**src/hw/rtl/assert_macros.svh**
```systemverilog
// ---------------------------------------------------------------------------
// assert_macros.svh
// Concurrent assertion macros shared by the splitter RTL.
// ---------------------------------------------------------------------------
`ifndef ASSERT_MACROS_SVH
`define ASSERT_MACROS_SVH

`ifndef SYNTH

// prop must hold at every clock edge outside reset
`define STCS_ASSERT(lbl, clk, rst_n, prop, msg) \
	lbl: assert property (@(posedge clk) disable iff (!rst_n) prop) else $error(msg);

// cond must never be true outside reset
`define STCS_ASSERT_NEVER(lbl, clk, rst_n, cond, msg) \
	lbl: assert property (@(posedge clk) disable iff (!rst_n) !(cond)) else $error(msg);

`else

`define STCS_ASSERT(lbl, clk, rst_n, prop, msg)

`define STCS_ASSERT_NEVER(lbl, clk, rst_n, cond, msg)

`endif

`endif

```
**src/hw/rtl/stcs_pkg.sv**
```systemverilog
// ---------------------------------------------------------------------------
// stcs_pkg
// Widths, register indexes, reset values and shared types of the splitter.
// ---------------------------------------------------------------------------
package stcs_pkg;

	localparam int LEN_W        = 24;
	localparam int ADDR_W       = 17;
	localparam int FN_W         = 3;
	localparam int BS_W         = 12;
	localparam int HBC_W        = 16;
	localparam int SEG_W        = 21;
	localparam int BLK_W        = 9;
	localparam int LIM_W        = 10;
	localparam int CHUNK_W      = BLK_W + BS_W;
	localparam int MAX_COMMANDS = 64;
	localparam int CNT_W        = $clog2(MAX_COMMANDS + 1);
	localparam int DIV_CNT_W    = $clog2(LEN_W);

	localparam int CFG_W     = SEG_W;
	localparam int CFG_IDX_W = 3;

	localparam logic [CFG_IDX_W-1:0] CFG_BLOCK_SIZE      = 3'd0;
	localparam logic [CFG_IDX_W-1:0] CFG_MULTI_BLOCK     = 3'd1;
	localparam logic [CFG_IDX_W-1:0] CFG_HOST_BLK_COUNT  = 3'd2;
	localparam logic [CFG_IDX_W-1:0] CFG_HOST_SEG_SIZE   = 3'd3;
	localparam logic [CFG_IDX_W-1:0] CFG_HOST_BLK_SIZE   = 3'd4;
	localparam logic [CFG_IDX_W-1:0] CFG_FUNC_BLK_SIZE   = 3'd5;
	localparam logic [CFG_IDX_W-1:0] CFG_BYTE_USES_BS    = 3'd6;
	localparam logic [CFG_IDX_W-1:0] CFG_BROKEN_BYTE_512 = 3'd7;

	localparam logic [BS_W-1:0]  RST_BLOCK_SIZE     = 12'd512;
	localparam logic [HBC_W-1:0] RST_HOST_BLK_COUNT = 16'd511;
	localparam logic [SEG_W-1:0] RST_HOST_SEG_SIZE  = 21'd65536;
	localparam logic [BS_W-1:0]  RST_HOST_BLK_SIZE  = 12'd512;
	localparam logic [BS_W-1:0]  RST_FUNC_BLK_SIZE  = 12'd512;

	localparam logic [SEG_W-1:0] BYTE_CAP        = 21'd512;
	localparam logic [SEG_W-1:0] BYTE_CAP_BROKEN = 21'd511;
	localparam logic [BLK_W-1:0] BLOCK_CAP       = 9'd511;

	localparam int SEL_W = 2;
	localparam logic [SEL_W-1:0] SEL_BYTE = 2'd0;
	localparam logic [SEL_W-1:0] SEL_FULL = 2'd1;
	localparam logic [SEL_W-1:0] SEL_DIV  = 2'd2;

	typedef struct packed {
		logic              is_write;
		logic [FN_W-1:0]   function_number;
		logic [ADDR_W-1:0] start_address;
		logic              increment_address;
		logic [LEN_W-1:0]  total_bytes;
	} req_t;

	typedef struct packed {
		logic              cmd_is_write;
		logic [FN_W-1:0]   cmd_function;
		logic [ADDR_W-1:0] cmd_address;
		logic              cmd_increment;
		logic [BLK_W-1:0]  cmd_block_count;
		logic [BS_W-1:0]   cmd_length;
		logic              last_command;
		logic              overflow_error;
	} cmd_t;

	typedef struct packed {
		logic             load_req;
		logic             div_seg_start;
		logic             div_rem_start;
		logic             set_bpc;
		logic             set_chunk;
		logic             load_cmd;
		logic [SEL_W-1:0] cmd_sel;
	} ctrl_t;

	typedef struct packed {
		logic req_zero;
		logic use_blocks;
		logic block_ok;
		logic full_fits;
		logic div_done;
		logic last_cmd;
	} stat_t;

endpackage

```
**src/hw/rtl/stcs_if.sv**
```systemverilog
// ---------------------------------------------------------------------------
// stcs_if
// Valid/ready channels for requests and commands.
// ---------------------------------------------------------------------------
interface stcs_req_if;
	logic                          valid;
	logic                          ready;
	logic                          is_write;
	logic [stcs_pkg::FN_W-1:0]     function_number;
	logic [stcs_pkg::ADDR_W-1:0]   start_address;
	logic                          increment_address;
	logic [stcs_pkg::LEN_W-1:0]    total_bytes;

	modport source (output valid, is_write, function_number, start_address,
		increment_address, total_bytes, input ready);
	modport sink (input valid, is_write, function_number, start_address,
		increment_address, total_bytes, output ready);
endinterface

interface stcs_cmd_if;
	logic                          valid;
	logic                          ready;
	logic                          cmd_is_write;
	logic [stcs_pkg::FN_W-1:0]     cmd_function;
	logic [stcs_pkg::ADDR_W-1:0]   cmd_address;
	logic                          cmd_increment;
	logic [stcs_pkg::BLK_W-1:0]    cmd_block_count;
	logic [stcs_pkg::BS_W-1:0]     cmd_length;
	logic                          last_command;
	logic                          overflow_error;

	modport source (output valid, cmd_is_write, cmd_function, cmd_address,
		cmd_increment, cmd_block_count, cmd_length, last_command,
		overflow_error, input ready);
	modport sink (input valid, cmd_is_write, cmd_function, cmd_address,
		cmd_increment, cmd_block_count, cmd_length, last_command,
		overflow_error, output ready);
endinterface

```
**src/hw/rtl/stcs_div.sv**
```systemverilog
// ---------------------------------------------------------------------------
// stcs_div
// Restoring divider, one quotient bit per cycle, done pulse at the end.
// ---------------------------------------------------------------------------
module stcs_div (
	input  logic                         clk,
	input  logic                         arst_n,
	input  logic                         start,
	input  logic [stcs_pkg::LEN_W-1:0]   dividend,
	input  logic [stcs_pkg::BS_W-1:0]    divisor,
	output logic                         done,
	output logic [stcs_pkg::LEN_W-1:0]   quotient,
	output logic [stcs_pkg::BS_W-1:0]    remainder
);
	import stcs_pkg::*;

	logic                 busy_q;
	logic                 done_q;
	logic [DIV_CNT_W-1:0] cnt_q;
	logic [LEN_W-1:0]     quo_q;
	logic [BS_W-1:0]      rem_q;
	logic [BS_W-1:0]      div_q;
	logic [BS_W:0]        trial;
	logic [BS_W:0]        diff;
	logic                 ge;

	assign trial = {rem_q, quo_q[LEN_W-1]};
	assign ge    = trial >= {1'b0, div_q};
	assign diff  = trial - {1'b0, div_q};

	always_ff @(posedge clk or negedge arst_n) begin
		if (!arst_n) begin
			busy_q <= 1'b0;
			done_q <= 1'b0;
			cnt_q  <= '0;
			quo_q  <= '0;
			rem_q  <= '0;
			div_q  <= '0;
		end else begin
			done_q <= 1'b0;
			if (start) begin
				busy_q <= 1'b1;
				cnt_q  <= '0;
				quo_q  <= dividend;
				rem_q  <= '0;
				div_q  <= divisor;
			end else if (busy_q) begin
				quo_q <= {quo_q[LEN_W-2:0], ge};
				rem_q <= ge ? diff[BS_W-1:0] : trial[BS_W-1:0];
				cnt_q <= cnt_q + DIV_CNT_W'(1);
				if (cnt_q == DIV_CNT_W'(LEN_W - 1)) begin
					busy_q <= 1'b0;
					done_q <= 1'b1;
				end
			end
		end
	end

	assign done      = done_q;
	assign quotient  = quo_q;
	assign remainder = rem_q;

endmodule

```
**src/hw/rtl/stcs_datapath.sv**
```systemverilog
// ---------------------------------------------------------------------------
// stcs_datapath
// Configuration registers, request state, limits and the command register.
// ---------------------------------------------------------------------------
module stcs_datapath (
	input  logic                             clk,
	input  logic                             arst_n,
	input  logic                             cfg_write,
	input  logic [stcs_pkg::CFG_IDX_W-1:0]   cfg_index,
	input  logic [stcs_pkg::CFG_W-1:0]       cfg_data,
	input  stcs_pkg::req_t                   req,
	input  stcs_pkg::ctrl_t                  ctrl,
	output stcs_pkg::stat_t                  stat,
	output stcs_pkg::cmd_t                   cmd
);
	import stcs_pkg::*;

	// configuration
	logic [BS_W-1:0]   bs_q;
	logic              mbe_q;
	logic [HBC_W-1:0]  hbc_q;
	logic [SEG_W-1:0]  seg_q;
	logic [BS_W-1:0]   hbs_q;
	logic [BS_W-1:0]   fbs_q;
	logic              byte_bs_q;
	logic              broken_q;

	// request state
	logic              wr_q;
	logic [FN_W-1:0]   fn_q;
	logic              incr_q;
	logic [ADDR_W-1:0] addr_q;
	logic [LEN_W-1:0]  rem_q;
	logic [BLK_W-1:0]  bpc_q;
	logic [CHUNK_W-1:0] chunk_q;
	logic [LIM_W-1:0]  lim_q;
	logic [CNT_W-1:0]  count_q;
	cmd_t              cmd_q;

	// divider
	logic              div_start;
	logic [LEN_W-1:0]  div_dividend;
	logic              div_done;
	logic [LEN_W-1:0]  div_quo;
	logic [BS_W-1:0]   div_rem;

	// limits
	logic [SEG_W-1:0]  lim_a;
	logic [SEG_W-1:0]  lim_b;
	logic [SEG_W-1:0]  lim_c;
	logic [BS_W-1:0]   lim_sel;
	logic [SEG_W-1:0]  cap;
	logic [LIM_W-1:0]  byte_lim;
	logic [LEN_W-1:0]  mb_a;
	logic [LEN_W-1:0]  mb_b;
	logic [BLK_W-1:0]  max_blk;

	// command step
	logic [LIM_W-1:0]  byte_len;
	logic [BLK_W-1:0]  blocks;
	logic [BS_W-1:0]   len;
	logic [LEN_W-1:0]  moved;
	logic [LEN_W-1:0]  rem_nxt;
	logic [CNT_W-1:0]  count_nxt;
	logic [ADDR_W-1:0] addr_nxt;
	logic              last_nxt;

	always_ff @(posedge clk or negedge arst_n) begin
		if (!arst_n) begin
			bs_q      <= RST_BLOCK_SIZE;
			mbe_q     <= 1'b0;
			hbc_q     <= RST_HOST_BLK_COUNT;
			seg_q     <= RST_HOST_SEG_SIZE;
			hbs_q     <= RST_HOST_BLK_SIZE;
			fbs_q     <= RST_FUNC_BLK_SIZE;
			byte_bs_q <= 1'b0;
			broken_q  <= 1'b0;
		end else if (cfg_write) begin
			case (cfg_index)
				CFG_BLOCK_SIZE:      bs_q      <= cfg_data[BS_W-1:0];
				CFG_MULTI_BLOCK:     mbe_q     <= cfg_data[0];
				CFG_HOST_BLK_COUNT:  hbc_q     <= cfg_data[HBC_W-1:0];
				CFG_HOST_SEG_SIZE:   seg_q     <= cfg_data[SEG_W-1:0];
				CFG_HOST_BLK_SIZE:   hbs_q     <= cfg_data[BS_W-1:0];
				CFG_FUNC_BLK_SIZE:   fbs_q     <= cfg_data[BS_W-1:0];
				CFG_BYTE_USES_BS:    byte_bs_q <= cfg_data[0];
				CFG_BROKEN_BYTE_512: broken_q  <= cfg_data[0];
				default: ;
			endcase
		end
	end

	// byte-mode chunk limit, zero means one
	always_comb begin
		lim_sel  = byte_bs_q ? bs_q : fbs_q;
		cap      = broken_q ? BYTE_CAP_BROKEN : BYTE_CAP;
		lim_a    = (seg_q < SEG_W'(hbs_q)) ? seg_q : SEG_W'(hbs_q);
		lim_b    = (lim_a < SEG_W'(lim_sel)) ? lim_a : SEG_W'(lim_sel);
		lim_c    = (lim_b < cap) ? lim_b : cap;
		byte_lim = (lim_c == '0) ? LIM_W'(1) : lim_c[LIM_W-1:0];
	end

	// blocks per command from segment / block size, zero means one
	always_comb begin
		mb_a    = (div_quo < LEN_W'(hbc_q)) ? div_quo : LEN_W'(hbc_q);
		mb_b    = (mb_a < LEN_W'(BLOCK_CAP)) ? mb_a : LEN_W'(BLOCK_CAP);
		max_blk = (mb_b == '0) ? BLK_W'(1) : mb_b[BLK_W-1:0];
	end

	assign div_start    = ctrl.div_seg_start | ctrl.div_rem_start;
	assign div_dividend = ctrl.div_rem_start ? rem_q : LEN_W'(seg_q);

	stcs_div u_div (
		.clk       (clk),
		.arst_n    (arst_n),
		.start     (div_start),
		.dividend  (div_dividend),
		.divisor   (bs_q),
		.done      (div_done),
		.quotient  (div_quo),
		.remainder (div_rem)
	);

	always_comb begin
		byte_len = (rem_q < LEN_W'(lim_q)) ? rem_q[LIM_W-1:0] : lim_q;
		case (ctrl.cmd_sel)
			SEL_FULL: begin
				blocks = bpc_q;
				len    = bs_q;
				moved  = LEN_W'(chunk_q);
			end
			SEL_DIV: begin
				blocks = div_quo[BLK_W-1:0];
				len    = bs_q;
				moved  = rem_q - LEN_W'(div_rem);
			end
			default: begin
				blocks = '0;
				len    = BS_W'(byte_len);
				moved  = LEN_W'(byte_len);
			end
		endcase
		rem_nxt   = rem_q - moved;
		count_nxt = count_q + CNT_W'(1);
		addr_nxt  = incr_q ? addr_q + moved[ADDR_W-1:0] : addr_q;
		last_nxt  = (rem_nxt == '0) || (count_nxt == CNT_W'(MAX_COMMANDS));
	end

	always_ff @(posedge clk or negedge arst_n) begin
		if (!arst_n) begin
			wr_q    <= 1'b0;
			fn_q    <= '0;
			incr_q  <= 1'b0;
			addr_q  <= '0;
			rem_q   <= '0;
			bpc_q   <= '0;
			chunk_q <= '0;
			lim_q   <= '0;
			count_q <= '0;
			cmd_q   <= '0;
		end else begin
			if (ctrl.load_req) begin
				wr_q    <= req.is_write;
				fn_q    <= req.function_number;
				incr_q  <= req.increment_address;
				addr_q  <= req.start_address;
				rem_q   <= req.total_bytes;
				bpc_q   <= '0;
				lim_q   <= byte_lim;
				count_q <= '0;
			end
			if (ctrl.set_bpc) begin
				bpc_q <= max_blk;
			end
			if (ctrl.set_chunk) begin
				chunk_q <= CHUNK_W'(bpc_q) * CHUNK_W'(bs_q);
			end
			if (ctrl.load_cmd) begin
				cmd_q.cmd_is_write    <= wr_q;
				cmd_q.cmd_function    <= fn_q;
				cmd_q.cmd_address     <= addr_q;
				cmd_q.cmd_increment   <= incr_q;
				cmd_q.cmd_block_count <= blocks;
				cmd_q.cmd_length      <= len;
				cmd_q.last_command    <= last_nxt;
				cmd_q.overflow_error  <= last_nxt && (rem_nxt != '0);
				rem_q   <= rem_nxt;
				addr_q  <= addr_nxt;
				count_q <= count_nxt;
			end
		end
	end

	always_comb begin
		stat.req_zero   = req.total_bytes == '0;
		stat.use_blocks = mbe_q && (bs_q != '0) && (req.total_bytes > LEN_W'(byte_lim));
		stat.block_ok   = (bpc_q != '0) && (rem_q >= LEN_W'(bs_q));
		stat.full_fits  = rem_q >= LEN_W'(chunk_q);
		stat.div_done   = div_done;
		stat.last_cmd   = cmd_q.last_command;
	end

	assign cmd = cmd_q;

endmodule

```
**src/hw/rtl/stcs_ctrl.sv**
```systemverilog
// ---------------------------------------------------------------------------
// stcs_ctrl
// Sequencer: request load, block planning, one command per step.
// ---------------------------------------------------------------------------
module stcs_ctrl (
	input  logic              clk,
	input  logic              arst_n,
	input  logic              in_valid,
	input  logic              out_ready,
	input  stcs_pkg::stat_t   stat,
	output logic              in_ready,
	output logic              out_valid,
	output stcs_pkg::ctrl_t   ctrl
);
	import stcs_pkg::*;

	localparam logic [2:0] S_IDLE    = 3'd0;
	localparam logic [2:0] S_DIV_SEG = 3'd1;
	localparam logic [2:0] S_MUL     = 3'd2;
	localparam logic [2:0] S_STEP    = 3'd3;
	localparam logic [2:0] S_DIV_REM = 3'd4;
	localparam logic [2:0] S_EMIT    = 3'd5;

	logic [2:0] state_q;
	logic [2:0] state_nxt;

	always_ff @(posedge clk or negedge arst_n) begin
		if (!arst_n) begin
			state_q <= S_IDLE;
		end else begin
			state_q <= state_nxt;
		end
	end

	always_comb begin
		ctrl      = '0;
		state_nxt = state_q;
		in_ready  = state_q == S_IDLE;
		out_valid = state_q == S_EMIT;
		case (state_q)
			S_IDLE: begin
				if (in_valid) begin
					ctrl.load_req = 1'b1;
					if (!stat.req_zero) begin
						if (stat.use_blocks) begin
							ctrl.div_seg_start = 1'b1;
							state_nxt          = S_DIV_SEG;
						end else begin
							state_nxt = S_STEP;
						end
					end
				end
			end
			S_DIV_SEG: begin
				if (stat.div_done) begin
					ctrl.set_bpc = 1'b1;
					state_nxt    = S_MUL;
				end
			end
			S_MUL: begin
				ctrl.set_chunk = 1'b1;
				state_nxt      = S_STEP;
			end
			S_STEP: begin
				if (stat.block_ok && !stat.full_fits) begin
					ctrl.div_rem_start = 1'b1;
					state_nxt          = S_DIV_REM;
				end else begin
					ctrl.load_cmd = 1'b1;
					ctrl.cmd_sel  = stat.block_ok ? SEL_FULL : SEL_BYTE;
					state_nxt     = S_EMIT;
				end
			end
			S_DIV_REM: begin
				if (stat.div_done) begin
					ctrl.load_cmd = 1'b1;
					ctrl.cmd_sel  = SEL_DIV;
					state_nxt     = S_EMIT;
				end
			end
			S_EMIT: begin
				if (out_ready) begin
					state_nxt = stat.last_cmd ? S_IDLE : S_STEP;
				end
			end
			default: begin
				state_nxt = S_IDLE;
			end
		endcase
	end

endmodule

```
**src/hw/rtl/sdio_transfer_command_splitter.sv**
```systemverilog
// ---------------------------------------------------------------------------
// sdio_transfer_command_splitter
// Splits one extended-transfer request into a run of extended commands.
// ---------------------------------------------------------------------------
// Channels: req (sink) takes one request per transfer; cmd (source) gives one
// extended command per transfer, last_command set on the final one and
// overflow_error set with it when the 64-command limit cut the request short.
// Configuration: cfg_write/cfg_index/cfg_data write one register per cycle.
// Write only while no request is in progress; the block does not enforce it.
// Flow: one request at a time; req.ready is high only when idle. A request
// with block mode first runs the segment/block-size division and one 9x12
// multiply. Each command then passes through the step and present states,
// and the one partial block-mode command also waits on remaining/block-size
// from the shared restoring divider.
// Zero-length requests are accepted and give no command.
// The command register holds while cmd.ready is low; nothing advances.
// Reset: asynchronous, active low; config returns to its defaults, the
// block goes idle and any partial request is dropped.
// ---------------------------------------------------------------------------
`include "assert_macros.svh"

module sdio_transfer_command_splitter (
	input  logic                             clk,
	input  logic                             arst_n,
	input  logic                             cfg_write,
	input  logic [stcs_pkg::CFG_IDX_W-1:0]   cfg_index,
	input  logic [stcs_pkg::CFG_W-1:0]       cfg_data,
	stcs_req_if.sink                         req,
	stcs_cmd_if.source                       cmd
);
	import stcs_pkg::*;

	req_t  req_in;
	cmd_t  cmd_out;
	ctrl_t ctrl;
	stat_t stat;
	logic  in_ready;
	logic  out_valid;

	assign req_in.is_write          = req.is_write;
	assign req_in.function_number   = req.function_number;
	assign req_in.start_address     = req.start_address;
	assign req_in.increment_address = req.increment_address;
	assign req_in.total_bytes       = req.total_bytes;

	stcs_ctrl u_ctrl (
		.clk       (clk),
		.arst_n    (arst_n),
		.in_valid  (req.valid),
		.out_ready (cmd.ready),
		.stat      (stat),
		.in_ready  (in_ready),
		.out_valid (out_valid),
		.ctrl      (ctrl)
	);

	stcs_datapath u_dp (
		.clk       (clk),
		.arst_n    (arst_n),
		.cfg_write (cfg_write),
		.cfg_index (cfg_index),
		.cfg_data  (cfg_data),
		.req       (req_in),
		.ctrl      (ctrl),
		.stat      (stat),
		.cmd       (cmd_out)
	);

	assign req.ready           = in_ready;
	assign cmd.valid           = out_valid;
	assign cmd.cmd_is_write    = cmd_out.cmd_is_write;
	assign cmd.cmd_function    = cmd_out.cmd_function;
	assign cmd.cmd_address     = cmd_out.cmd_address;
	assign cmd.cmd_increment   = cmd_out.cmd_increment;
	assign cmd.cmd_block_count = cmd_out.cmd_block_count;
	assign cmd.cmd_length      = cmd_out.cmd_length;
	assign cmd.last_command    = cmd_out.last_command;
	assign cmd.overflow_error  = cmd_out.overflow_error;

	`STCS_ASSERT_NEVER(a_idle_xor_emit, clk, arst_n, in_ready && out_valid, "accepting while a command is pending")
	`STCS_ASSERT(a_ovf_is_last, clk, arst_n, (out_valid && cmd_out.overflow_error) |-> cmd_out.last_command, "overflow flagged on a non-final command")
	`STCS_ASSERT(a_len_nonzero, clk, arst_n, out_valid |-> (cmd_out.cmd_length != '0), "command with zero length")
	`STCS_ASSERT(a_load_presents, clk, arst_n, ctrl.load_cmd |=> out_valid, "loaded command not presented")

endmodule

```
**src/flat_wrapper.sv**
```systemverilog
// flat-port wrapper written by rule: the top's interface ports become plain ports
module sdio_transfer_command_splitter_flat import stcs_pkg::*;
  (clk, arst_n, cfg_write, cfg_index, cfg_data, req_valid, req_is_write, req_function_number, req_start_address, req_increment_address, req_total_bytes, req_ready, cmd_valid, cmd_cmd_is_write, cmd_cmd_function, cmd_cmd_address, cmd_cmd_increment, cmd_cmd_block_count, cmd_cmd_length, cmd_last_command, cmd_overflow_error, cmd_ready);
  stcs_req_if req_i ();
  stcs_cmd_if cmd_i ();
  input  logic clk;
  input  logic arst_n;
  input  logic cfg_write;
  input  logic [stcs_pkg::CFG_IDX_W-1:0] cfg_index;
  input  logic [stcs_pkg::CFG_W-1:0] cfg_data;
  input wire logic [$bits(req_i.valid)-1:0] req_valid;
  input wire logic [$bits(req_i.is_write)-1:0] req_is_write;
  input wire logic [$bits(req_i.function_number)-1:0] req_function_number;
  input wire logic [$bits(req_i.start_address)-1:0] req_start_address;
  input wire logic [$bits(req_i.increment_address)-1:0] req_increment_address;
  input wire logic [$bits(req_i.total_bytes)-1:0] req_total_bytes;
  output wire logic [$bits(req_i.ready)-1:0] req_ready;
  output wire logic [$bits(cmd_i.valid)-1:0] cmd_valid;
  output wire logic [$bits(cmd_i.cmd_is_write)-1:0] cmd_cmd_is_write;
  output wire logic [$bits(cmd_i.cmd_function)-1:0] cmd_cmd_function;
  output wire logic [$bits(cmd_i.cmd_address)-1:0] cmd_cmd_address;
  output wire logic [$bits(cmd_i.cmd_increment)-1:0] cmd_cmd_increment;
  output wire logic [$bits(cmd_i.cmd_block_count)-1:0] cmd_cmd_block_count;
  output wire logic [$bits(cmd_i.cmd_length)-1:0] cmd_cmd_length;
  output wire logic [$bits(cmd_i.last_command)-1:0] cmd_last_command;
  output wire logic [$bits(cmd_i.overflow_error)-1:0] cmd_overflow_error;
  input wire logic [$bits(cmd_i.ready)-1:0] cmd_ready;
  assign req_i.valid = req_valid;
  assign req_i.is_write = req_is_write;
  assign req_i.function_number = req_function_number;
  assign req_i.start_address = req_start_address;
  assign req_i.increment_address = req_increment_address;
  assign req_i.total_bytes = req_total_bytes;
  assign req_ready = req_i.ready;
  assign cmd_valid = cmd_i.valid;
  assign cmd_cmd_is_write = cmd_i.cmd_is_write;
  assign cmd_cmd_function = cmd_i.cmd_function;
  assign cmd_cmd_address = cmd_i.cmd_address;
  assign cmd_cmd_increment = cmd_i.cmd_increment;
  assign cmd_cmd_block_count = cmd_i.cmd_block_count;
  assign cmd_cmd_length = cmd_i.cmd_length;
  assign cmd_last_command = cmd_i.last_command;
  assign cmd_overflow_error = cmd_i.overflow_error;
  assign cmd_i.ready = cmd_ready;
  sdio_transfer_command_splitter u_core (.clk(clk), .arst_n(arst_n), .cfg_write(cfg_write), .cfg_index(cfg_index), .cfg_data(cfg_data), .req(req_i), .cmd(cmd_i));
endmodule
```
**config.mk**
```make
export PLATFORM = sky130hd
export DESIGN_NAME = sdio_transfer_command_splitter_flat
export DESIGN_NICKNAME = d
export VERILOG_FILES = /design/src/hw/rtl/stcs_pkg.sv /design/src/hw/rtl/stcs_if.sv /design/src/hw/rtl/stcs_div.sv /design/src/hw/rtl/stcs_datapath.sv /design/src/hw/rtl/stcs_ctrl.sv /design/src/hw/rtl/sdio_transfer_command_splitter.sv /design/src/flat_wrapper.sv
export VERILOG_INCLUDE_DIRS = /design/src /design/src/hw/rtl
export SDC_FILE = /design/constraint.sdc
export NUM_CORES = 1
export LEC_CHECK = 0
export ABC_AREA = 0
export BUFFER_PORTS_ARGS = -buffer_cell sky130_fd_sc_hd__buf_4
export CORE_ASPECT_RATIO = 0.75
export CORE_MARGIN = 3
export CORE_UTILIZATION = 46
export CTS_CLUSTER_DIAMETER = 30
export CTS_CLUSTER_SIZE = 30
export DETAILED_ROUTE_END_ITERATION = 16
export GPL_ROUTABILITY_DRIVEN = 0
export GPL_TIMING_DRIVEN = 1
export PLACE_DENSITY_LB_ADDON = 0.15
export SETUP_SLACK_MARGIN = 0.3
export SLEW_MARGIN = 20
export SYNTH_ARGS = -nofsm -noshare
export SYNTH_HDL_FRONTEND = slang
export SYNTH_SLANG_ARGS = --single-unit
```
**constraint.sdc**
```tcl
create_clock -name clk -period 8.9 [get_ports clk]
set_input_delay 1.335 -clock clk [delete_from_list [all_inputs] [get_ports clk]]
set_output_delay 1.335 -clock clk [all_outputs]
set_load 0.01 [all_outputs]
```
Word-level counts from Yosys, hierarchy flattened

Cells that the tools add are included.

Bits of input ports: 75
Logic and storage cells: 160
Latch bits: 0
Bits in writable memories: 0
Bits in read-only memories: 0
Memories kept: 0
Output and inout port bits: 47
Register bits after elaboration: 272

Shift operators: 0
Multiplexer cells: 58
Multiply operators: 1
Eq/ne operators: 22
Bitwise logic cells: 1
Magnitude comparators: 10
$add $sub $neg: 6
Reductions and logical operators: 30
Div/mod/pow operators: 0

Operators with widths:

| cell                                                | count |
|---|---|
| two-way mux 24 bit                                  | 7 |
| zero test 24 bit                                    | 3 |
| two-way mux 21 bit                                  | 3 |
| two-way mux 12 bit                                  | 5 |
| two-way mux 17 bit                                  | 3 |
| one-hot mux 24 bit (2 select lines)                 | 1 |
| < comparator 21 x 12 -> 1 bit                       | 2 |
| two-way mux 10 bit                                  | 3 |
| two-way mux 9 bit                                   | 3 |
| greater-or-equal comparator 24 x 12 -> 1 bit        | 1 |
| greater-or-equal comparator 24 x 21 -> 1 bit        | 1 |
| greater-than comparator 24 x 10 -> 1 bit            | 1 |
| < comparator 24 x 10 -> 1 bit                       | 1 |
| < comparator 24 x 16 -> 1 bit                       | 1 |
| < comparator 24 x 9 -> 1 bit, second input constant | 1 |
| nonzero test 24 bit                                 | 1 |
| subtractor 24 x 12 -> 24 bit                        | 1 |
| subtractor 24 bit                                   | 1 |
| zero test 21 bit                                    | 1 |
| < comparator 21 x 10 -> 1 bit                       | 1 |
| multiplier 9 x 12 -> 21 bit                         | 1 |
| two-way mux 3 bit                                   | 7 |
| equality test 3 bit, second input constant          | 6 |
| one-hot mux 3 bit (6 select lines)                  | 1 |
| other kinds (30)                                    | 72 |

Depth between registers and ports, before layout

Gate-level depths: netlist of run 1.

Word-level depth: 16
Mapped depth: 40
Gate-level depth less buffers: 36

Modules after synthesis

Synthesis of run 1 repeated with hierarchy kept, for this count alone.

Cell total of the unflattened synthesis: 2411
Area total of the unflattened synthesis: 22143.7 µm²

Modules (own cells, without submodules):

| module        | area an instance (µm²) | sequential area each (µm²) | cells each | times used |
|---|---|---|---|---|
| stcs_datapath | 18743.0                | 5371.4                     | 2053       | 1 |
| stcs_div      | 3081.7                 | 1376.3                     | 316        | 1 |
| stcs_ctrl     | 319.1                  | 75.1                       | 42         | 1 |

Least setup slack after synthesis of run 1

OpenSTA, ideal clock, no wires.

Path type: register to register
From: reg u_core.u_dp.seg_q[8]
To: reg u_core.u_dp.u_div.quo_q[10] (netlist: u_core.u_dp.u_div.quotient[10])
Data required time: 8.767 ns
Clock period less this slack: 8.111 ns
Arrival: 7.978 ns
Setup time: 0.133 ns
Stages on the path, launching flop included: 36
Path buffers: 4
Slack: 0.789 ns
Cell sequence: dfrtp_1 ha_1 nand2_1 nor2_1 o311ai_1 a21oi_1 nand2b_1 buf_1 mux2_2 ha_1 and3_1 a221o_1 a221o_1 o21ba_2 clkbuf_1 nand2_1 o21ba_2 ha_1 a21o_1 a21o_1 a21oi_1 and3_1 o211ai_1 a211oi_2 buf_4 mux2i_1 ha_1 and3_1 nand4_1 o211a_1 o41ai_1 nor3_1 clkbuf_1 mux2_2 mux2i_1 o21ai_0

Cells in the longest elaborated chain, start to end: 16
Elaborated cells on any way between the ends: 17
Those cells by class: order compare: 4; mux: 9; bitwise: 1; reduce/logical: 3

RTL lines:

| element                                                  | RTL line             | source |
|---|---|---|
| start: declaration                                       | stcs_datapath.sv:22  | `logic [SEG_W-1:0] seg_q;` |
| start signal: assignment                                 | stcs_datapath.sv:83  | `CFG_HOST_SEG_SIZE: seg_q <= cfg_data[SEG_W-1:0];` |
| < comparator 21 x 12 -> 1 bit                            | stcs_datapath.sv:97  | `lim_a = (seg_q < SEG_W'(hbs_q)) ? seg_q : SEG_W'(hbs_q);` |
| two-way mux 21 bit *                                     | stcs_datapath.sv:97  |  |
| < comparator 21 x 12 -> 1 bit                            | stcs_datapath.sv:98  | `lim_b = (lim_a < SEG_W'(lim_sel)) ? lim_a : SEG_W'(lim_sel);` |
| two-way mux 21 bit *                                     | stcs_datapath.sv:98  |  |
| < comparator 21 x 10 -> 1 bit                            | stcs_datapath.sv:99  | `lim_c = (lim_b < cap) ? lim_b : cap;` |
| two-way mux 21 bit *                                     | stcs_datapath.sv:99  |  |
| zero test 21 bit                                         | stcs_datapath.sv:100 | `byte_lim = (lim_c == '0) ? LIM_W'(1) : lim_c[LIM_W-1:0];` |
| two-way mux 10 bit *                                     | stcs_datapath.sv:100 |  |
| greater-than comparator 24 x 10 -> 1 bit *               | stcs_datapath.sv:196 | `stat.use_blocks = mbe_q && (bs_q != '0) && (req.total_bytes > LEN_W'(byte_lim));` |
| logical AND 1 bit *                                      | stcs_datapath.sv:196 |  |
| two-way mux 1 bit *                                      | stcs_ctrl.sv:45      | `if (stat.use_blocks) begin` |
| two-way mux 1 bit *                                      | stcs_ctrl.sv:44      | `if (!stat.req_zero) begin` |
| two-way mux 2 bit *                                      | stcs_ctrl.sv:42      | `if (in_valid) begin` |
| two-way mux 2 bit *                                      | stcs_ctrl.sv:40      | `case (state_q)` |
| bitwise OR 1 bit *                                       | stcs_datapath.sv:110 | `assign div_start = ctrl.div_seg_start \| ctrl.div_rem_start;` |
| two-way mux 24 bit or nonzero test 2 bit (tied branches) | --                   |  |
| end signal: assignment                                   | stcs_div.sv:44       | `quo_q <= dividend;` |
| end signal: assignment                                   | stcs_div.sv:48       | `quo_q <= {quo_q[LEN_W-2:0], ge};` |
| end: declaration                                         | stcs_div.sv:20       | `logic [LEN_W-1:0] quo_q;` |

Every way passes the cells marked *; elsewhere a longest branch is shown, timed or not.
A chain may end at the register's enable or synchronous reset.

Worst setup path in the final report of run 1

From: reg u_core.u_dp.seg_q[2]
To: reg u_core.u_dp.u_div.quo_q[0] (netlist: u_core.u_dp.u_div.quotient[0])

Same word-level chain as after synthesis.

==> metrics.cfg, run 1 <==
[status]
status = completed

[clocking]
h-tree-depth = 3
clock_latency_ps = 610
hold_buffers = 0
clk_path_buf_depth = 3
clk_pin_slew_ps = 50
clock-sinks = 272
cts_tree = built
clk_root_buffer_cell = clkbuf_16
cts_buffers = 68

[synth]
ys_seq_area_share_pct = 31.3
ys_warn_count = 0
synth_top_area_cell = dfrtp_1
postSynth.asyncResetShare_pct = 100
synthSimpleGateAreaFrac_pct = 17.1
synth_compound_area_share_pct = 16.6
netlist_area_sq_um = 21800
ys.flop_type = dfrtp_1
synth_xor_area_share_pct = 3.13
synth.ff_latch_count = 272
synth.area.top_cells = dfrtp_1, ha_1, fa_1
synthCells = 2463
synth_top_family_by_area = adder cells
synthMuxAreaShare_pct = 7.21
syn-num-nets = 2819
ys_types = 79
synth_area_per_cell_sq_um = 8.85
synth_fa_ha_area_share_pct = 18.7
synth_edf_count = 0
synth_top_area_share_pct = 29.7

[global_routing]
grt_pass1_wl_mm = 109
antenna_found_initial = 0
grt_max_degree = 87
grt_overflow = 0
grt_pass1_vias = 19100
globalRouteTotalUtil_pct = 28.1

[floorplan]
die-area_sq_um = 50100
die_y_um = 195
core-area_sq_um = 46500
initial_core_util_pct = 46.9
rows = 68
die_x_um = 257
io_pins = 122

[routing]
drtIter0Drc = 1718
wirelength_mm = 70.1
route.vias.total = 19200
drcViolationCount = 0
vias_per_cell = 5.90
detail-route-antenna-nets = 0
wl_per_cell_um = 21.6
dr.pass1.iters = 7

[sta]
setup_tns_ps = 0
period_needed_ps = 8200
setup_violations = 0
drv_slew = 0
rsz0062_at_grt = no
fmax_mhz = 122
min_period_over_period_pct = 92.2
skew_ps = 25.9
max_slew_margin_pct = 29.1
hold_violations = 0
worst_slew_pin_slew_ps = 1060

[power_and_ir_drop]
internal_power_mw = 5.95
p_leak_nw = 12.5
seqPwrFrac_pct = 23.7
p_switching_mw = 4.61
p_clk_share_pct = 26.5
power_density_nw_per_um2 = 406
p_comb_share_pct = 49.8
switching_share_pct = 43.6
ir_worst_vdd_v = 0.000166

[final_layout]
fillers = 4194
regArea_sq_um = 6820
final_nets = 2926
drive_above_1_share_pct = 15.9
n_antenna_cell = 0
final_cell_mix = nand2_1, dfrtp_1, inv_1
instances_no_fill = 3252
layout_commonest_cell = nand2_1
areaGrowthSynthToFinish_pct = 19.3
multi_input_area_sq_um = 13800

[critical_path]
crit_buf_inv = 2
arrival_ps = 8670
crit_type = reg2reg
crit_required_ps = 9370
crit_family = compound AO/OA/AOI/OAI gates
crit_fanout = 13
critPathSlowestCell = o41ai_2
critPathLaunchType = flip-flop
max_stage_delay_ps = 450
endpoint_kind = flip-flop

[placed_design]
place_hpwl_mm = 52.4
dp.cells = 3126
port_buffers = 121

[job]
max_cap_viol_count = 0

[min_path]
hold_class = reg2reg

==> worst register-to-register path, delay by kind of cell (launching register included) <==
kind	cells	cell delay, ps
AO/OA/AOI/OAI	18	3970
adder cells (fa/ha/maj)	4	1220
buffers and inverters	2	330
flip-flops	1	440
multiplexers	2	550
AND/OR/NAND/NOR	8	1530
==> sequential cells by signal, summed over array words and instances, names as in the netlist, 16 cells and up <==
| register | count |
|---|---|
| u_core.u_dp.addr_q | 17 |
| u_core.u_dp.chunk_q | 21 |
| u_core.u_dp.cmd | 45 |
| u_core.u_dp.hbc_q | 16 |
| u_core.u_dp.rem_q | 24 |
| u_core.u_dp.seg_q | 21 |
| u_core.u_dp.u_div.quotient | 24 |
==> power groups by stage <==
stage          sequential [mW]  combinational [mW]  clock, mW
2_1_floorplan             2.10                3.90          0
3_3_place_gp              2.48                4.95          0
3_5_place_dp              2.49                5.10          0
4_1_cts                   2.47                5.15       2.83
5_1_grt                   2.55                5.88       2.90
6_report                  2.50                5.26       2.80
==> synthesized netlist by cell type, types with 19 or more instances <==
master	count
nand4_1	24
a21o_1	45
inv_1	221
mux2i_1	66
a221o_1	19
fa_1	75
nor3_1	49
nor2b_1	19
clkbuf_1	90
and2_1	77
nand2_1	333
xnor2_1	48
o21a_1	20
dfrtp_1	259
a211oi_1	25
mux2_2	80
nand3_1	39
ha_1	206
o21ai_0	168
xor2_1	30
nor4_1	26
a21oi_1	117
nor2_1	145
==> worst paths after layout <==
kind                                            from                        endpoint  slack [ps]  depth (start not counted)
worst max-delay path            u_core.u_dp.seg_q[2]   u_core.u_dp.u_div.quotient[0]         700                         34
worst min-delay path             u_core.u_dp.cmd[24]             u_core.u_dp.cmd[24]         460                          2
worst max register to register  u_core.u_dp.seg_q[2]   u_core.u_dp.u_div.quotient[0]         700                         34
worst min register to register   u_core.u_dp.cmd[24]             u_core.u_dp.cmd[24]         460                          2
max in group asynchronous                     arst_n          u_core.u_dp.chunk_q[0]        6840                          2
min in group asynchronous                     arst_n  u_core.u_dp.u_div.remainder[0]         690                          1
==> routing by layer <==
layer | wire length, um | vias up | track usage, %
met1 | 31000 | 9348 | 39.5
li1 | - | 8856 | -
met3 | 6760 | 158 | 7.14
met2 | 29800 | 840 | 41.6
met5 | 0 | - | 0
met4 | 2620 | 0 | 10.7
==> cell type report <==
cell class,instances,area share (%)
inverters,221,3.19
well taps,630,3.03
clock inverters,41,2.78
clock buffers,81,7.16
flip-flops and latches,272,26.2
multi-input cells,1857,53.1
repair buffers,150,4.47
==> repair_timing <==
action	4_1_cts	5_1_grt
setup buffers	0	3
cloned	0	0
pin swaps	0	2
endpoints found under the setup margin	21	56
resized for setup	1	12
==> per-stage QoR <==
step                power [mW]  util (%)  hold slack, ps  instance area (sq um)  worst slack (ps)
floorplan                 6.00         -             443                  21800               789
global placement          7.43      50.1             452                  23300               511
detailed placement        7.59      50.1             457                  23300               252
CTS                       10.5      55.7             468                  25900               309
global route              11.3      56.0             497                  26000               278
finish                    10.6      56.0             460                  26000               698
==> cells by family after synthesis <==
group / after synthesis
buf+inv: 334
xor+xnor: 78
flops: 272
fa+ha+maj: 281
simple gates: 795
compound gates: 556
mux: 147
Power figures use the tool's default switching activity.
==> inputs of run 2 (changes only) <==
--- a/config.mk
+++ b/config.mk
@@ -10,7 +10,7 @@
 export BUFFER_PORTS_ARGS = -buffer_cell sky130_fd_sc_hd__buf_4
 export CORE_ASPECT_RATIO = 0.75
 export CORE_MARGIN = 3
-export CORE_UTILIZATION = 46
+export CORE_UTILIZATION = 48
 export CTS_CLUSTER_DIAMETER = 30
 export CTS_CLUSTER_SIZE = 30
 export DETAILED_ROUTE_END_ITERATION = 16
@@ -21,4 +21,5 @@
 export SLEW_MARGIN = 20
 export SYNTH_ARGS = -nofsm -noshare
 export SYNTH_HDL_FRONTEND = slang
+export SYNTH_HIERARCHICAL = 1
 export SYNTH_SLANG_ARGS = --single-unit
==> run 2 against run 1 <==
Flip-flop and latch count unchanged. Power up 1.7%. Clock-buffer cell count down 14. Combinational power up 12%. Synthesized area grew 1.6%. Final cell count shrank 1.9%. Global-route usage grew 1.0 points. Sequential power fell by 4%. Hold slack gained 25 ps. Synthesized cell count decreased by 2.1%. Via count shrank 0.14%. Non-clock buffer count up 46. Largest power group unchanged.
==> metrics.cfg, run 2 <==
[status]
status = completed

[final_layout]
layout_commonest_cell = nand2_1
multi_input_area_sq_um = 14200
largest_reg_flops = 45
final_nets = 2913
final_cell_area_sq_um = 26200
fillers = 3895
areaGrowthSynthToFinish_pct = 18.5
final_util_pct = 58.2
instances_no_fill = 3190
drive_above_1_share_pct = 18.8
n_antenna_cell = 0
final_cell_mix = nand2_1, dfrtp_1, inv_1
regArea_sq_um = 6830

[synth]
postSynth.asyncResetShare_pct = 100
synthCells = 2411
netlist_area_sq_um = 22100
ys_warn_count = 6
synth_area_per_cell_sq_um = 9.18
synth_top_area_cell = dfrtp_1
ys_types = 92
synth.area.top_cells = dfrtp_1, ha_1, fa_1
synth_top_area_share_pct = 29.3
ys_seq_area_share_pct = 30.8
syn-num-nets = 2767
ys.flop_type = dfrtp_1
yosys-top-cells-count = nand2_1, dfrtp_1, inv_1
synth.ff_latch_count = 272
synth_most_common_cell = nand2_1
synth_edf_count = 0

[sta]
period_needed_ps = 8430
setup_tns_ps = 0
min_period_over_period_pct = 94.7
rsz0062_at_grt = no
hold_slack_ps = 485
skew_ps = 38.6
max_slew_margin_pct = 30.4
drv_slew = 0
setup_violations = 0
hold_violations = 0
fmax_mhz = 119
worst_slew_pin_slew_ps = 1040
setup_slack_ps = 470

[clocking]
clock_latency_ps = 640
h-tree-depth = 2
cts_buffers = 60
clk_path_buf_depth = 3
cts_tree = built
clk_pin_slew_ps = 50
clock-sinks = 272
clk_root_buffer_cell = clkbuf_16

[min_path]
whs_path_depth = 1
hp-start = u_core/u_dp/cmd[15]
hold_end = u_core/u_dp/cmd[15]
hold_class = reg2reg

[critical_path]
crit_start = u_core/u_dp/hbs_q[6]
rr_startpoint = u_core/u_dp/hbs_q[6]
ff2ff_setup_slack_ps = 470
crit_fanout = 7
max_stage_delay_ps = 400
crit_required_ps = 9420
endpoint_kind = flip-flop
r2r-end = u_core/u_dp/u_div/remainder[7]
arrival_ps = 8950
reg2reg_depth = 42
critPathLaunchType = flip-flop
critPathSlowestCell = or3_1
crit_type = reg2reg

[placed_design]
place_hpwl_mm = 53.2
placed_cell_area_sq_um = 23800
port_buffers = 121
dp.cells = 3062
dp_slack_ps = -386

[global_routing]
grt_pass1_wl_mm = 110
grt_overflow = 0
globalRouteTotalUtil_pct = 29.1
grt_max_degree = 95
grt_pass1_vias = 18700
antenna_found_initial = 3

[job]
max_cap_viol_count = 0

[routing]
detail-route-antenna-nets = 0
route.vias.total = 19200
vias_per_cell = 6.01
drcViolationCount = 0
wl_per_cell_um = 22.3
drtIter0Drc = 1766
dr.pass1.iters = 5
wirelength_mm = 71.0

[floorplan]
die_x_um = 254
core-area_sq_um = 45100
initial_core_util_pct = 49.1
die-area_sq_um = 48800
rows = 67
die_y_um = 192
io_pins = 122

[power_and_ir_drop]
ir_worst_vdd_v = 0.000222
p_leak_nw = 12.3
p_total_mw = 10.7
power_density_nw_per_um2 = 409

run 2: cell count changes after synthesis, sizes merged, moves of 16 or more:
cell     previous run  this run
nand2             333       262
nor2              146        87
mux2i              66        94
and2               78        52
nor2b              19        39
mux2               81       100
a221o              19         2
nor3b               4        20
o2bb2ai             0        16
run 2: worst max-delay path, delay by kind of cell (launching register included):
kind / cells / cell delay (ps)
adder cells (fa/ha/maj): 4 / 1080
buffers and inverters: 3 / 400
flip-flops: 1 / 370
AO/OA/AOI/OAI: 20 / 3680
multiplexers: 2 / 580
AND/OR/NAND/NOR: 13 / 2160
run 2: timing repair:
action                                 4_1_cts  5_1_grt
gates resized for setup                      7       24
buffers inserted                             3       14
hold buffers                                 0        0
cloned                                       0        2
endpoints found under the hold margin        0        0
pin swaps                                    0        9
setup endpoints to repair                   56       58
run 2: area by class of cell:
cell class              instances  area share, %
inverters                     214           3.06
multi-input cells            1813           54.0
repair buffers                196           5.65
well taps                     586           2.79
flip-flops and latches        272           26.0
clock buffers                  67           6.01
clock inverters                42           2.48
run 2: metal layers:
metal  vias up  global-route usage (%)  wire, um
li1       8848                       -         -
met1      9390                    42.8     32500
met2       781                    43.4     30300
met3       157                    6.11      6390
met4         0                    7.82      1840
met5         -                       0         0
run 2: logic make-up (layout without fill, tap and decap cells):
| group | count (synthesis) | after routing | share of synthesized area, % |
|---|---|---|---|
| adders and majority gates | 281 | 281 | 18.4 |
| AOI/OAI and AO/OA | 588 | 588 | 17.2 |
| and+or+nand+nor | 669 | 671 | 15.2 |
| xor gates and xnor gates | 79 | 79 | 3.12 |
| buffers and inverters | 328 | 519 | 5.89 |
| muxes | 194 | 194 | 9.37 |
| DFF | 272 | 272 | 30.8 |
run 2: how the worst max path moves through the flow:
stage	to	slack [ps]
6_report	u_core/u_dp/u_div/remainder[7]	470
5_1_grt	u_core/u_dp/u_div/done	210
4_1_cts	u_core/u_dp/u_div/remainder[7]	320
3_5_place_dp	u_core/u_dp/u_div/remainder[7]	-390
3_3_place_gp	u_core/u_dp/u_div/div_q[0]	110
2_1_floorplan	u_core/u_dp/u_div/busy_q	450
run 2: power by group:
group          switching (mW)  internal (mW)  total, mW
Sequential              0.681           1.73       2.41
Combinational            3.32           2.57       5.88
Clock                   0.794           1.66       2.45
Total                    4.79           5.95       10.7
